**config.mk**
```make
export PLATFORM = sky130hd
export DESIGN_NAME = interval_set_merge_engine_core
export DESIGN_NICKNAME = d
export VERILOG_FILES = /design/src/sv/isme_pkg.sv /design/src/sv/interval_set_merge_engine_core.sv /design/src/sv/isme_datapath.sv /design/src/sv/isme_controller.sv
export SDC_FILE = /design/constraint.sdc
export NUM_CORES = 1
export LEC_CHECK = 0
export BUFFER_PORTS_ARGS = -buffer_cell sky130_fd_sc_hd__buf_2
export CAP_MARGIN = 20
export CELL_PAD_IN_SITES_DETAIL_PLACEMENT = 0
export CELL_PAD_IN_SITES_GLOBAL_PLACEMENT = 1
export CORE_MARGIN = 1.5
export CORE_UTILIZATION = 60
export CTS_CLUSTER_SIZE = 40
export DETAILED_ROUTE_END_ITERATION = 10
export MAX_ROUTING_LAYER = met4
export PLACE_DENSITY_LB_ADDON = 0.3
export SLEW_MARGIN = 10
export SYNTH_ARGS = -nofsm -noshare
export SYNTH_HDL_FRONTEND = slang
export SYNTH_HIERARCHICAL = 1
export SYNTH_SLANG_ARGS = --single-unit
```
**constraint.sdc**
```tcl
create_clock -name clk -period 14 [get_ports clk]
set_input_delay 1.4 -clock clk [delete_from_list [all_inputs] [get_ports clk]]
set_output_delay 1.4 -clock clk [all_outputs]
set_load 0.005 [all_outputs]
```
**src/sv/isme_pkg.sv**
```systemverilog
`timescale 1ns / 1ps
// ----------------------------------------------------------------------------
// isme_pkg
// Shared types and constants of the interval set merge engine: command and
// status codes, default sizes and the control bundles between the
// controller and the datapath.
// ----------------------------------------------------------------------------
package isme_pkg;

    localparam int MAX_SPANS_DEF = 16;
    localparam int POS_BITS_DEF  = 16;

    localparam int CMD_W     = 2;
    localparam int STAT_W    = 2;
    localparam int IN_POS_W  = 16;
    localparam int CNT_OUT_W = 5;
    localparam int IN_DATA_W = 2 * IN_POS_W;
    localparam int OUT_DATA_W = 8;

    typedef enum logic [CMD_W-1:0] {
        CMD_ADD   = 2'd0,
        CMD_QUERY = 2'd1,
        CMD_CLEAR = 2'd2
    } cmd_t;

    typedef enum logic [STAT_W-1:0] {
        STAT_OK   = 2'd0,
        STAT_BAD  = 2'd1,
        STAT_FULL = 2'd2
    } stat_t;

    // Commands from the controller to the datapath.
    typedef struct packed {
        logic latch;
        logic scan_init;
        logic scan_en;
        logic eval_merge;
        logic eval_build;
        logic eval_query;
        logic commit;
        logic clear;
        logic set_bad;
        logic set_full;
        logic out_load;
    } ctrl_cmd_t;

    // Status from the datapath to the controller.
    typedef struct packed {
        logic [CMD_W-1:0] op;
        logic             bad_range;
        logic             would_full;
        logic             scan_done;
        logic             out_free;
    } ctrl_stat_t;

endpackage

```
**src/sv/interval_set_merge_engine_core.sv**
```systemverilog
`timescale 1ns / 1ps
// ----------------------------------------------------------------------------
// interval_set_merge_engine_core
// Sorted set of disjoint half-open intervals with add, query and clear.
// ----------------------------------------------------------------------------
// One command is worked at a time. An add and a query scan the table
// memory, one entry per cycle through its single read port: an add makes
// one pass to find the merged span and count the entries before and after
// it, and a second pass that copies the kept entries into the other half of
// the memory, which then becomes the live table; a query makes one pass. A
// full table is detected after the first pass and leaves the set untouched.
// A clear, an unused command or a rejected empty or inverted add scans
// nothing. The result waits in an output register, so the next command is
// accepted while it is still held; the result of that next command waits
// until the held one is taken. No clearing pass is needed after reset.
// ----------------------------------------------------------------------------
module interval_set_merge_engine_core #(
    parameter int MAX_SPANS = isme_pkg::MAX_SPANS_DEF,
    parameter int POS_BITS  = isme_pkg::POS_BITS_DEF
) (
    input  logic                             clk,
    input  logic                             rst_n,
    input  logic                             s_axis_tvalid,
    output logic                             s_axis_tready,
    // tdata: first_pos[15:0], end_pos[31:16]
    input  logic [isme_pkg::IN_DATA_W-1:0]   s_axis_tdata,
    // tuser: cmd[1:0]
    input  logic [isme_pkg::CMD_W-1:0]       s_axis_tuser,
    output logic                             m_axis_tvalid,
    input  logic                             m_axis_tready,
    // tdata: live_hit[0], status[2:1], interval_count[7:3]
    output logic [isme_pkg::OUT_DATA_W-1:0]  m_axis_tdata
);
    import isme_pkg::*;

    ctrl_cmd_t             ctl_cmd;
    ctrl_stat_t            ctl_stat;
    logic                  out_hit;
    logic [STAT_W-1:0]     out_status;
    logic [CNT_OUT_W-1:0]  out_count;

    isme_controller u_ctrl (
        .clk      (clk),
        .rst_n    (rst_n),
        .in_valid (s_axis_tvalid),
        .in_ready (s_axis_tready),
        .stat     (ctl_stat),
        .cmd      (ctl_cmd)
    );

    isme_datapath #(
        .MAX_SPANS (MAX_SPANS),
        .POS_BITS  (POS_BITS)
    ) u_dp (
        .clk        (clk),
        .rst_n      (rst_n),
        .cmd        (ctl_cmd),
        .stat       (ctl_stat),
        .in_cmd     (s_axis_tuser),
        .in_first   (s_axis_tdata[IN_POS_W-1:0]),
        .in_end     (s_axis_tdata[IN_DATA_W-1:IN_POS_W]),
        .out_ready  (m_axis_tready),
        .out_valid  (m_axis_tvalid),
        .out_hit    (out_hit),
        .out_status (out_status),
        .out_count  (out_count)
    );

    assign m_axis_tdata = {out_count, out_status, out_hit};

endmodule

```
**src/sv/isme_datapath.sv**
```systemverilog
`timescale 1ns / 1ps
// ----------------------------------------------------------------------------
// isme_datapath
// Interval table in a ping-pong memory, the scan pipeline, the merge
// accumulators and the result register.
// ----------------------------------------------------------------------------
module isme_datapath #(
    parameter int MAX_SPANS = isme_pkg::MAX_SPANS_DEF,
    parameter int POS_BITS  = isme_pkg::POS_BITS_DEF
) (
    input  logic                          clk,
    input  logic                          rst_n,
    input  isme_pkg::ctrl_cmd_t           cmd,
    output isme_pkg::ctrl_stat_t          stat,
    input  logic [isme_pkg::CMD_W-1:0]    in_cmd,
    input  logic [isme_pkg::IN_POS_W-1:0] in_first,
    input  logic [isme_pkg::IN_POS_W-1:0] in_end,
    input  logic                          out_ready,
    output logic                          out_valid,
    output logic                          out_hit,
    output logic [isme_pkg::STAT_W-1:0]   out_status,
    output logic [isme_pkg::CNT_OUT_W-1:0] out_count
);
    import isme_pkg::*;

    localparam int IDX_W = $clog2(MAX_SPANS);
    localparam int CNT_W = $clog2(MAX_SPANS + 1);
    localparam int DEPTH = 2 ** (IDX_W + 1);
    localparam int ENT_W = 2 * POS_BITS;

    // Each half of the memory holds one full table; an add copies the
    // surviving entries into the idle half and then swaps halves.
    logic [ENT_W-1:0] span_mem [0:DEPTH-1];

    logic                bank_reg, bank_next;
    logic [CNT_W-1:0]    total_reg, total_next;
    logic [CNT_W-1:0]    rd_idx_reg, rd_idx_next;
    logic                rd_vld_reg, rd_vld_next;
    logic [ENT_W-1:0]    rd_data_reg;
    logic [CMD_W-1:0]    op_reg;
    logic [POS_BITS-1:0] s_reg, e_reg;
    logic [POS_BITS-1:0] mb_reg, mb_next;
    logic [POS_BITS-1:0] mf_reg, mf_next;
    logic [CNT_W-1:0]    lo_reg, lo_next;
    logic [CNT_W-1:0]    hi_reg, hi_next;
    logic [CNT_W-1:0]    wr_n_reg, wr_n_next;
    logic                hit_reg, hit_next;
    logic [STAT_W-1:0]   stat_reg, stat_next;
    logic                out_vld_reg, out_vld_next;
    logic                out_hit_reg;
    logic [STAT_W-1:0]   out_stat_reg;
    logic [CNT_OUT_W-1:0] out_cnt_reg;

    logic [POS_BITS+IN_POS_W-1:0] first_ext, end_ext;
    logic [POS_BITS-1:0] rd_b, rd_f;
    logic                rd_issue;
    logic                is_lo, is_hi, is_ovl;
    logic [CNT_W:0]      new_total;
    logic [CNT_W-1:0]    wr_pos;
    logic                wr_en;
    logic [IDX_W:0]      wr_addr;
    logic [ENT_W-1:0]    wr_data;
    logic [CNT_W+CNT_OUT_W-1:0] cnt_ext;

    assign first_ext = {{POS_BITS{1'b0}}, in_first};
    assign end_ext   = {{POS_BITS{1'b0}}, in_end};

    assign rd_b = rd_data_reg[ENT_W-1:POS_BITS];
    assign rd_f = rd_data_reg[POS_BITS-1:0];

    assign rd_issue = cmd.scan_en && (rd_idx_reg < total_reg);

    // Against a sorted, disjoint, non-touching table these three classes
    // match the before, after and absorbed cases of the merged span.
    assign is_lo  = rd_f < s_reg;
    assign is_hi  = rd_b > e_reg;
    assign is_ovl = !is_lo && !is_hi;

    assign new_total = {1'b0, lo_reg} + {1'b0, hi_reg} + (CNT_W+1)'(1);

    assign wr_pos = is_hi ? (wr_n_reg + CNT_W'(1)) : wr_n_reg;

    always_comb
    begin
        wr_en   = 1'b0;
        wr_addr = {!bank_reg, wr_pos[IDX_W-1:0]};
        wr_data = rd_data_reg;
        if (cmd.commit)
        begin
            wr_en   = 1'b1;
            wr_addr = {!bank_reg, lo_reg[IDX_W-1:0]};
            wr_data = {mb_reg, mf_reg};
        end
        else if (cmd.eval_build && rd_vld_reg && !is_ovl)
        begin
            wr_en = 1'b1;
        end
    end

    always_ff @(posedge clk)
    begin
        if (wr_en)
        begin
            span_mem[wr_addr] <= wr_data;
        end
        if (rd_issue)
        begin
            rd_data_reg <= span_mem[{bank_reg, rd_idx_reg[IDX_W-1:0]}];
        end
    end

    always_ff @(posedge clk)
    begin
        if (cmd.latch)
        begin
            op_reg <= in_cmd;
            s_reg  <= first_ext[POS_BITS-1:0];
            e_reg  <= end_ext[POS_BITS-1:0];
        end
    end

    always_comb
    begin
        bank_next   = bank_reg;
        total_next  = total_reg;
        rd_idx_next = rd_idx_reg;
        rd_vld_next = 1'b0;
        mb_next     = mb_reg;
        mf_next     = mf_reg;
        lo_next     = lo_reg;
        hi_next     = hi_reg;
        wr_n_next   = wr_n_reg;
        hit_next    = hit_reg;
        stat_next   = stat_reg;

        if (cmd.latch)
        begin
            hit_next  = 1'b0;
            stat_next = STAT_OK;
            lo_next   = '0;
            hi_next   = '0;
            wr_n_next = '0;
        end

        if (cmd.scan_init)
        begin
            rd_idx_next = '0;
            rd_vld_next = 1'b0;
            if (!cmd.eval_build)
            begin
                mb_next = s_reg;
                mf_next = e_reg;
            end
        end
        else if (rd_issue)
        begin
            rd_idx_next = rd_idx_reg + CNT_W'(1);
            rd_vld_next = 1'b1;
        end

        if (rd_vld_reg)
        begin
            if (cmd.eval_merge)
            begin
                if (is_lo)
                begin
                    lo_next = lo_reg + CNT_W'(1);
                end
                if (is_hi)
                begin
                    hi_next = hi_reg + CNT_W'(1);
                end
                if (is_ovl)
                begin
                    if (rd_b < mb_reg)
                    begin
                        mb_next = rd_b;
                    end
                    if (rd_f > mf_reg)
                    begin
                        mf_next = rd_f;
                    end
                end
            end
            if (cmd.eval_build && !is_ovl)
            begin
                wr_n_next = wr_n_reg + CNT_W'(1);
            end
            if (cmd.eval_query && (rd_b <= s_reg) && (s_reg < rd_f))
            begin
                hit_next = 1'b1;
            end
        end

        if (cmd.commit)
        begin
            bank_next  = !bank_reg;
            total_next = new_total[CNT_W-1:0];
        end
        if (cmd.clear)
        begin
            total_next = '0;
        end
        if (cmd.set_bad)
        begin
            stat_next = STAT_BAD;
        end
        if (cmd.set_full)
        begin
            stat_next = STAT_FULL;
        end
    end

    always_ff @(posedge clk or negedge rst_n)
    begin
        if (!rst_n)
        begin
            bank_reg   <= 1'b0;
            total_reg  <= '0;
            rd_idx_reg <= '0;
            rd_vld_reg <= 1'b0;
        end
        else
        begin
            bank_reg   <= bank_next;
            total_reg  <= total_next;
            rd_idx_reg <= rd_idx_next;
            rd_vld_reg <= rd_vld_next;
        end
    end

    always_ff @(posedge clk)
    begin
        mb_reg   <= mb_next;
        mf_reg   <= mf_next;
        lo_reg   <= lo_next;
        hi_reg   <= hi_next;
        wr_n_reg <= wr_n_next;
        hit_reg  <= hit_next;
        stat_reg <= stat_next;
    end

    // Result register; a new command may start while it waits.
    assign cnt_ext = {{CNT_OUT_W{1'b0}}, total_reg};

    always_comb
    begin
        out_vld_next = out_vld_reg;
        if (cmd.out_load)
        begin
            out_vld_next = 1'b1;
        end
        else if (out_ready)
        begin
            out_vld_next = 1'b0;
        end
    end

    always_ff @(posedge clk or negedge rst_n)
    begin
        if (!rst_n)
        begin
            out_vld_reg <= 1'b0;
        end
        else
        begin
            out_vld_reg <= out_vld_next;
        end
    end

    always_ff @(posedge clk)
    begin
        if (cmd.out_load)
        begin
            out_hit_reg  <= hit_reg;
            out_stat_reg <= stat_reg;
            out_cnt_reg  <= cnt_ext[CNT_OUT_W-1:0];
        end
    end

    assign out_valid  = out_vld_reg;
    assign out_hit    = out_hit_reg;
    assign out_status = out_stat_reg;
    assign out_count  = out_cnt_reg;

    assign stat.op         = op_reg;
    assign stat.bad_range  = s_reg >= e_reg;
    assign stat.would_full = new_total > (CNT_W+1)'(MAX_SPANS);
    assign stat.scan_done  = (rd_idx_reg == total_reg) && !rd_vld_reg;
    assign stat.out_free   = !out_vld_reg || out_ready;

endmodule

```
**src/sv/isme_controller.sv**
```systemverilog
`timescale 1ns / 1ps
// ----------------------------------------------------------------------------
// isme_controller
// Command sequencer: dispatches each command and steps the datapath through
// the merge, build and query scans of the interval table.
// ----------------------------------------------------------------------------
module isme_controller (
    input  logic                 clk,
    input  logic                 rst_n,
    input  logic                 in_valid,
    output logic                 in_ready,
    input  isme_pkg::ctrl_stat_t stat,
    output isme_pkg::ctrl_cmd_t  cmd
);
    import isme_pkg::*;

    typedef enum logic [6:0] {
        ST_IDLE     = 7'b0000001,
        ST_DISPATCH = 7'b0000010,
        ST_MERGE    = 7'b0000100,
        ST_BUILD    = 7'b0001000,
        ST_COMMIT   = 7'b0010000,
        ST_QUERY    = 7'b0100000,
        ST_REPLY    = 7'b1000000
    } state_t;

    state_t state_reg, state_next;

    always_comb
    begin
        state_next = state_reg;
        cmd        = '0;
        in_ready   = 1'b0;

        unique case (state_reg)
            ST_IDLE:
            begin
                in_ready = 1'b1;
                if (in_valid)
                begin
                    cmd.latch  = 1'b1;
                    state_next = ST_DISPATCH;
                end
            end
            ST_DISPATCH:
            begin
                cmd.scan_init = 1'b1;
                unique case (stat.op)
                    CMD_ADD:
                    begin
                        if (stat.bad_range)
                        begin
                            cmd.set_bad = 1'b1;
                            state_next  = ST_REPLY;
                        end
                        else
                        begin
                            state_next = ST_MERGE;
                        end
                    end
                    CMD_QUERY:
                    begin
                        state_next = ST_QUERY;
                    end
                    CMD_CLEAR:
                    begin
                        cmd.clear  = 1'b1;
                        state_next = ST_REPLY;
                    end
                    default:
                    begin
                        state_next = ST_REPLY;
                    end
                endcase
            end
            ST_MERGE:
            begin
                cmd.scan_en    = 1'b1;
                cmd.eval_merge = 1'b1;
                if (stat.scan_done)
                begin
                    if (stat.would_full)
                    begin
                        cmd.set_full = 1'b1;
                        state_next   = ST_REPLY;
                    end
                    else
                    begin
                        cmd.scan_init = 1'b1;
                        cmd.eval_build = 1'b1;
                        state_next    = ST_BUILD;
                    end
                end
            end
            ST_BUILD:
            begin
                cmd.scan_en    = 1'b1;
                cmd.eval_build = 1'b1;
                if (stat.scan_done)
                begin
                    state_next = ST_COMMIT;
                end
            end
            ST_COMMIT:
            begin
                cmd.commit = 1'b1;
                state_next = ST_REPLY;
            end
            ST_QUERY:
            begin
                cmd.scan_en    = 1'b1;
                cmd.eval_query = 1'b1;
                if (stat.scan_done)
                begin
                    state_next = ST_REPLY;
                end
            end
            ST_REPLY:
            begin
                if (stat.out_free)
                begin
                    cmd.out_load = 1'b1;
                    state_next   = ST_IDLE;
                end
            end
            default:
            begin
                state_next = ST_IDLE;
            end
        endcase
    end

    always_ff @(posedge clk or negedge rst_n)
    begin
        if (!rst_n)
        begin
            state_reg <= ST_IDLE;
        end
        else
        begin
            state_reg <= state_next;
        end
    end

endmodule

```
==> results of run 1 <==
## layout make-up
cell class | count | share of cell area, %
diodes | 5 | 0.0234
clock buffers | 145 | 5.64
clock inverters | 70 | 1.55
inverters | 100 | 0.703
multi-input cells | 1041 | 23.6
flip-flops and latches | 1167 | 64.6
well taps | 1050 | 2.46
repair buffers | 116 | 1.45
## cell families after synthesis
logic type               after synthesis  synth area share, %
flip-flops                          1167                 72.4
multiplexers                         381                 16.5
AND/OR/NAND/NOR                      362                 3.78
buffers and inverters                203                 1.69
AO/OA/AOI/OAI                        177                 2.48
adder cells (fa/ha/maj)              110                 2.91
XOR/XNOR                              11                0.202
## report_power, final
group | internal (W) | switching (W) | total [W] | leakage [nW]
logic | 0.000218 | 0.000326 | 0.000543 | 5.05
registers | 0.00386 | 0.0000636 | 0.00392 | 10.5
clock network | 0.00180 | 0.00132 | 0.00312 | 1.85
total | 0.00588 | 0.00170 | 0.00758 | 17.4
## worst max path at each step
| stage | from | end | slack [ns] |
|---|---|---|---|
| 2_1_floorplan | u_dp/rd_idx_reg[0]$_DFFE_PN0P_ | u_dp/span_mem[24][0]$_DFFE_PP_ | 7.19 |
| 3_3_place_gp | u_dp/rd_idx_reg[0]$_DFFE_PN0P_ | u_dp/span_mem[23][0]$_DFFE_PP_ | 8.54 |
| 3_5_place_dp | u_dp/rd_idx_reg[0]$_DFFE_PN0P_ | u_dp/span_mem[23][7]$_DFFE_PP_ | 8.46 |
| 4_1_cts | u_dp/rd_idx_reg[0]$_DFFE_PN0P_ | u_dp/span_mem[23][2]$_DFFE_PP_ | 8.46 |
| 5_1_grt | u_dp/rd_idx_reg[0]$_DFFE_PN0P_ | u_dp/span_mem[23][3]$_DFFE_PP_ | 8.02 |
| 6_report | u_dp/rd_idx_reg[0]$_DFFE_PN0P_ | u_dp/span_mem[23][2]$_DFFE_PP_ | 8.49 |
## stage by stage
stage | instance area, um^2 | cells | setup WS [ns] | power (W) | util (%)
floorplan | 47600 | 2411 | 7.19 | 0.00435 | -
global placement | 49500 | 3473 | 8.54 | 0.00451 | 62.9
detailed placement | 49500 | 3474 | 8.46 | 0.00453 | 62.9
CTS | 53400 | 3689 | 8.46 | 0.00762 | 67.8
global route | 53400 | 3694 | 8.02 | 0.00783 | 67.8
finish | 53400 | 3694 | 8.49 | 0.00758 | 67.8
## per-layer routing
metal,global-route usage (%),vias up,wire length (um),share of wire [%]
li1,-,10089,-,-
met1,40.1,12574,43800,40
met2,44.8,1208,54700,49
met3,4.94,189,9150,8.3
met4,8.20,0,3080,2.8
met5,-,-,0,0
## worst max-delay path, stage by stage, from the launching register on
cell     delay (ns)
dfrtp_4        0.97
inv_1          0.11
ha_1           0.31
nand2_1        0.06
nor3_1         0.68
a31oi_1        0.17
nor2b_1        0.32
nand2_1        0.15
nor2b_1        0.12
o31ai_1        0.12
nand3_1        0.17
nand4_1        0.72
nor3_2         0.81
buf_4          0.45
## placed cells by master, fill, tap and decap left out, drive strengths merged, types with 57 or more instances in the layout
cell type,count
nor2,67
clkbuf,145
o21ai,57
ha,109
edfxtp,1098
mux4,320
buf,116
nand2,153
inv,101
==> flow_summary_export.csv, run 1 <==
group,metric,value,unit
synth,yosysTopAreaCellShare,69.3,%
timing,skew,0.0537,ns
die,core,0.0787,mm^2
run_status,run_status,"finished, final reports clean",
cells_and_area,areaGrowthSynthToFinish,12.2,%
placed_design,dp_hpwl,64.4,mm
power_and_ir_drop,p_leak,17.4,nW
routing,routed_wl,111,mm
timing,maxSlewHeadroom,34.9,%
power_and_ir_drop,ir_worst_vdd,128,uV
synth,synth-warning-count,6,
synth,synth-edff-count,1098,
setup_path,worstPathArrival,5.86,ns
cells_and_area,largest_register_ffs,1024,
clock_network,cts.clk_slew.worst_paths,0.06,ns
synth,yosysMostFrequentCell,"edfxtp_1",
timing,slew_violations,0,
clock_network,cts_htree_levels,3,
die,die_y,285,um
die,die-area,0.0810,mm^2
placed_design,routabilityCongestion,0.876,
clock_network,cts_buffers,115,
setup_path,r2r_start,"u_dp/rd_idx_reg[0]$_DFFE_PN0P_",
setup_path,r2r_setup_slack,8.49,ns
timing,min_period_over_period,39.4,%
timing,timing.fmax,182,MHz
clock_network,clock_latency,0.71,ns
worst_hold_path,min_path_type,"reg -> reg",
setup_path,path_class,"reg -> reg",
setup_path,r2r_end,"u_dp/span_mem[23][2]$_DFFE_PP_",
routing,postRouteAntennaNets,0,
synth,ys_async_sr_fraction,1.71,%
die,row_count,103,
setup_path,critPathMaxFanout,42,
global_routing,grt_pass1_wl,164,mm
global_routing,antenna_found_initial,5,
clock_network,postCtsSetupBuffers,0,
timing,rsz0062_at_grt,"false",
synth,netlist-cell-type-count,82,
worst_hold_path,hp-start,"u_dp/stat_reg[1]$_SDFFE_PP1P_",
clock_network,cts_hold_buf,0,
synth,syn_nets,2559,
die,die_w,285,um
setup_path,required,14.35,ns
power_and_ir_drop,power_density,142,mW/mm^2
routing,dr.pass1.iters,5,
synth,synth_top_flop_cell,"edfxtp_1",
cells_and_area,layout-drive-gt1-share,26.9,%
synth,ys_ff_latch,1167,
clock_network,clock_path_buffers,3,
clock_network,cts_root_buffer,"clkbuf_16",
die,ios,48,
routing,drtIter0Drc,2615,
timing,whs,0.442,ns
clock_network,cts.sinks,1167,
clock_network,cts_resized,0,
global_routing,grt_pass1_vias,24745,
worst_hold_path,hold-path-cell-count,0,
synth,synth_commonest_cells,"edfxtp_1, mux4_2, nand2_1",
synth,yosysTopAreaCell,"edfxtp_1",
timing,hold_viol_final,0,
routing,wl_per_cell,30.0,um
setup_path,reg2regPathDepth,13,
cells_and_area,nFillCells,4915,
timing,timing.final.crit_period,5.51,ns
routing,drcViolationCount,0,
die,initial_core_util,60.4,%
global_routing,grt.overflow.total,0,
setup_path,startpoint_type,"flip-flop",
timing,fin_setup_tns,0,ns
synth,netlist_area,0.0476,mm^2
job,drv_cap,0,
worst_hold_path,whs_endpoint,"u_dp/out_status[1]$_DFFE_PP_",
global_routing,grt_max_degree,92,
routing,vias_per_cell,6.51,
routing,vias,24060,
timing,worst_pin_slew,0.977,ns
placed_design,io_buffers,47,
setup_path,endpoint_kind,"flip-flop",
synth,postSynthCellCount,2411,
synth,syn_avg_cell_area,19.7,um^2
cells_and_area,multi_input_area,0.0126,mm^2
cells_and_area,regArea,0.0345,mm^2
cells_and_area,nNetsFinal,2689,
timing,finalSetupViolations,0,
synth,yosysSeqAreaShare,72.4,%
clock_network,cts_tree,"built",
synth,netlist_top_cells_area,"edfxtp_1, mux4_2, ha_1",
global_routing,grt_use_total,28.8,%
Power figures use the tool's default switching activity.
==> run 2: changes to the inputs <==
- CORE_UTILIZATION: 60 -> 56
- clock period: 14 -> 5.7 ns (I/O delays scaled with it)
==> flow_summary_export.csv, run 2 (synthesis results as in run 1) <==
group,metric,value,unit
global_routing,grtUsageMet3,3.45,%
cells_and_area,layout-drive-gt1-share,27.0,%
routing,drcViolationCount,0,
setup_path,r2r_setup_slack,1.04,ns
routing,vias,23593,
timing,skew,0.0671,ns
clock_network,cts_tree,"built",
power_and_ir_drop,p_leak,17.4,nW
cells_and_area,finish.utilization,63.8,%
die,row_count,106,
worst_hold_path,min_path_type,"in -> reg",
timing,worst_pin_slew,1.09,ns
die,die_y,294,um
placed_design,dp_hpwl,66.2,mm
setup_path,critPathMaxFanout,32,
setup_path,path_class,"reg -> reg",
timing,slew_violations,0,
global_routing,grt_max_degree,142,
clock_network,postCtsSetupBuffers,0,
global_routing,use_met2,40.7,%
cells_and_area,nFillCells,5651,
placed_design,routabilityCongestion,0.899,
routing,postRouteAntennaNets,0,
setup_path,startpoint_type,"flip-flop",
worst_hold_path,hold-path-cell-count,1,
global_routing,grt_pass1_wl,161,mm
timing,rsz0062_at_grt,"false",
cells_and_area,final_common_cell,"edfxtp_1",
setup_path,reg2regPathDepth,19,
timing,timing.final.crit_period,4.66,ns
power_and_ir_drop,power_density,342,mW/mm^2
setup_path,cpLargestDelayFamily,"simple AND/OR/NAND/NOR gates",
clock_network,clock_latency,0.72,ns
timing,finalSetupViolations,0,
routing,wl_per_cell,28.4,um
cells_and_area,nNetsFinal,2687,
cells_and_area,multi_input_area,0.0127,mm^2
routing,dr.pass1.iters,5,
die,core,0.0838,mm^2
clock_network,cts.clk_slew.worst_paths,0.06,ns
timing,timing.fmax,215,MHz
global_routing,antenna_found_initial,0,
cells_and_area,largest_register_ffs,1024,
job,drv_cap,0,
setup_path,path_cells,"inv_1 -> ha_1 -> fa_1 -> inv_1 -> a21o_1 -> a21oi_1 -> xnor2_1 -> o31ai_1 -> nand2_1 -> inv_1 -> a31oi_1 -> nor2b_1 -> nand2_1 -> nor2b_1 -> o31ai_1 -> and3_1 -> a211o_1 -> nor3_2 -> buf_4",
cells_and_area,num_antenna_cells,0,
clock_network,cts_buffers,113,
global_routing,grt_use_total,26.3,%
setup_path,critPathMaxStageDelay,0.54,ns
worst_hold_path,whs_endpoint,"u_dp/op_reg[1]$_DFFE_PP_",
worst_hold_path,hp-start,"s_axis_tuser[1]",
setup_path,r2r_start,"u_dp/lo_reg[0]$_DFF_P_",
routing,vias_per_cell,6.26,
setup_path,r2r_end,"u_dp/span_mem[4][2]$_DFFE_PP_",
cells_and_area,regArea,0.0345,mm^2
run_status,run_status,"finished, final reports clean",
timing,min_period_over_period,81.7,%
cells_and_area,final_cell_mix,"edfxtp_1, mux4_2, nand2_1",
setup_path,endpoint_kind,"flip-flop",
routing,routed_wl,107,mm
setup_path,cp_slowest_cell,"a211o_1",
clock_network,cts_root_buffer,"clkbuf_16",
die,initial_core_util,56.8,%
clock_network,cts_resized,0,
die,die_w,294,um
global_routing,grt.overflow.total,0,
setup_path,cpMostUsedCell,"inv_1",
timing,fin_setup_tns,0,ns
setup_path,required,6.02,ns
clock_network,cts.sinks,1167,
routing,drtIter0Drc,2491,
die,ios,48,
cells_and_area,areaGrowthSynthToFinish,12.3,%
setup_path,worst-path-buf-inv,4,
global_routing,grt_pass1_vias,24132,
global_routing,top_usage_layer,"met2",
timing,maxSlewHeadroom,27.5,%
cells_and_area,design_area,0.0534,mm^2
power_and_ir_drop,total_power,0.0183,W
placed_design,placedInstanceArea,0.0498,mm^2
timing,hold_viol_final,0,
clock_network,clock_path_buffers,3,
placed_design,io_buffers,47,
power_and_ir_drop,ir_worst_vdd,275,uV
global_routing,use_met1,37.6,%
setup_path,worstPathArrival,4.98,ns
timing,whs,0.0773,ns
clock_network,cts_htree_levels,3,
die,die-area,0.0867,mm^2
-- run 2: changes by cell type in the layout (fill, tap and decap cells not counted), sizes merged, moves of 2 or more --
| cell | previous run | this run |
|---|---|---|
| inv | 101 | 104 |
| clkinvlp | 5 | 8 |
| bufinv | 15 | 9 |
| clkbuf | 145 | 139 |
| diode | 5 | 0 |
| buf | 116 | 114 |
-- run 2: worst max path at each step --
stage | slack (ns) | end | from | depth (start not counted)
6_report | 1.04 | u_dp/span_mem[4][2]$_DFFE_PP_ | u_dp/lo_reg[0]$_DFF_P_ | 19
3_5_place_dp | 1.06 | u_dp/span_mem[4][5]$_DFFE_PP_ | u_dp/lo_reg[0]$_DFF_P_ | 19
3_3_place_gp | 1.16 | u_dp/span_mem[5][2]$_DFFE_PP_ | u_dp/lo_reg[0]$_DFF_P_ | 19
5_1_grt | 0.79 | u_dp/span_mem[24][11]$_DFFE_PP_ | u_dp/lo_reg[0]$_DFF_P_ | 19
2_1_floorplan | -0.27 | u_dp/span_mem[20][0]$_DFFE_PP_ | u_dp/rd_idx_reg[0]$_DFFE_PN0P_ | 15
4_1_cts | 1.07 | u_dp/span_mem[5][5]$_DFFE_PP_ | u_dp/lo_reg[0]$_DFF_P_ | 19
-- run 2: worst register-to-register path: cells and delay by family, from the launching register on --
kind	cells	cell delay, ns
simple gates	6	1.24
compound gates	6	1.03
buf+inv	4	0.81
fa+ha+maj	2	0.65
flops	1	0.41
xor+xnor	1	0.15
-- run 2: final cells by class --
| cell class | instances | area share, % |
|---|---|---|
| tap | 1134 | 2.66 |
| timing repair buffer | 116 | 1.54 |
| multi-input combinational | 1041 | 23.8 |
| clock inverter | 71 | 1.30 |
| clock buffer | 138 | 5.50 |
| sequential | 1167 | 64.5 |
| inverter | 100 | 0.702 |
-- run 2: power by group --
group	leakage [nW]	switching (W)	internal [W]
Clock	1.75	0.00320	0.00410
Combinational	5.11	0.000821	0.000538
Sequential	10.5	0.000140	0.00947
-- run 2: per-layer routing --
layer | share of wire [%] | vias to the layer above
met3 | 7.0 | 142
met1 | 42 | 12445
met5 | 0 | -
li1 | - | 10070
met2 | 49 | 936
met4 | 2.3 | 0
-- run 2: what timing repair did --
item                                   4_1_cts  5_1_grt
endpoints found under the hold margin       19        0
setup endpoints to repair                    0        0
hold buffers                                 1        0
-- run 2: stage by stage --
| step | std cells | worst slack [ns] |
|---|---|---|
| 2_1_floorplan | 2411 | -0.271 |
| 4_1_cts | 3766 | 1.07 |
| 3_3_place_gp | 3555 | 1.16 |
| 6_report | 3767 | 1.04 |
| 5_1_grt | 3767 | 0.795 |
| 3_5_place_dp | 3556 | 1.06 |
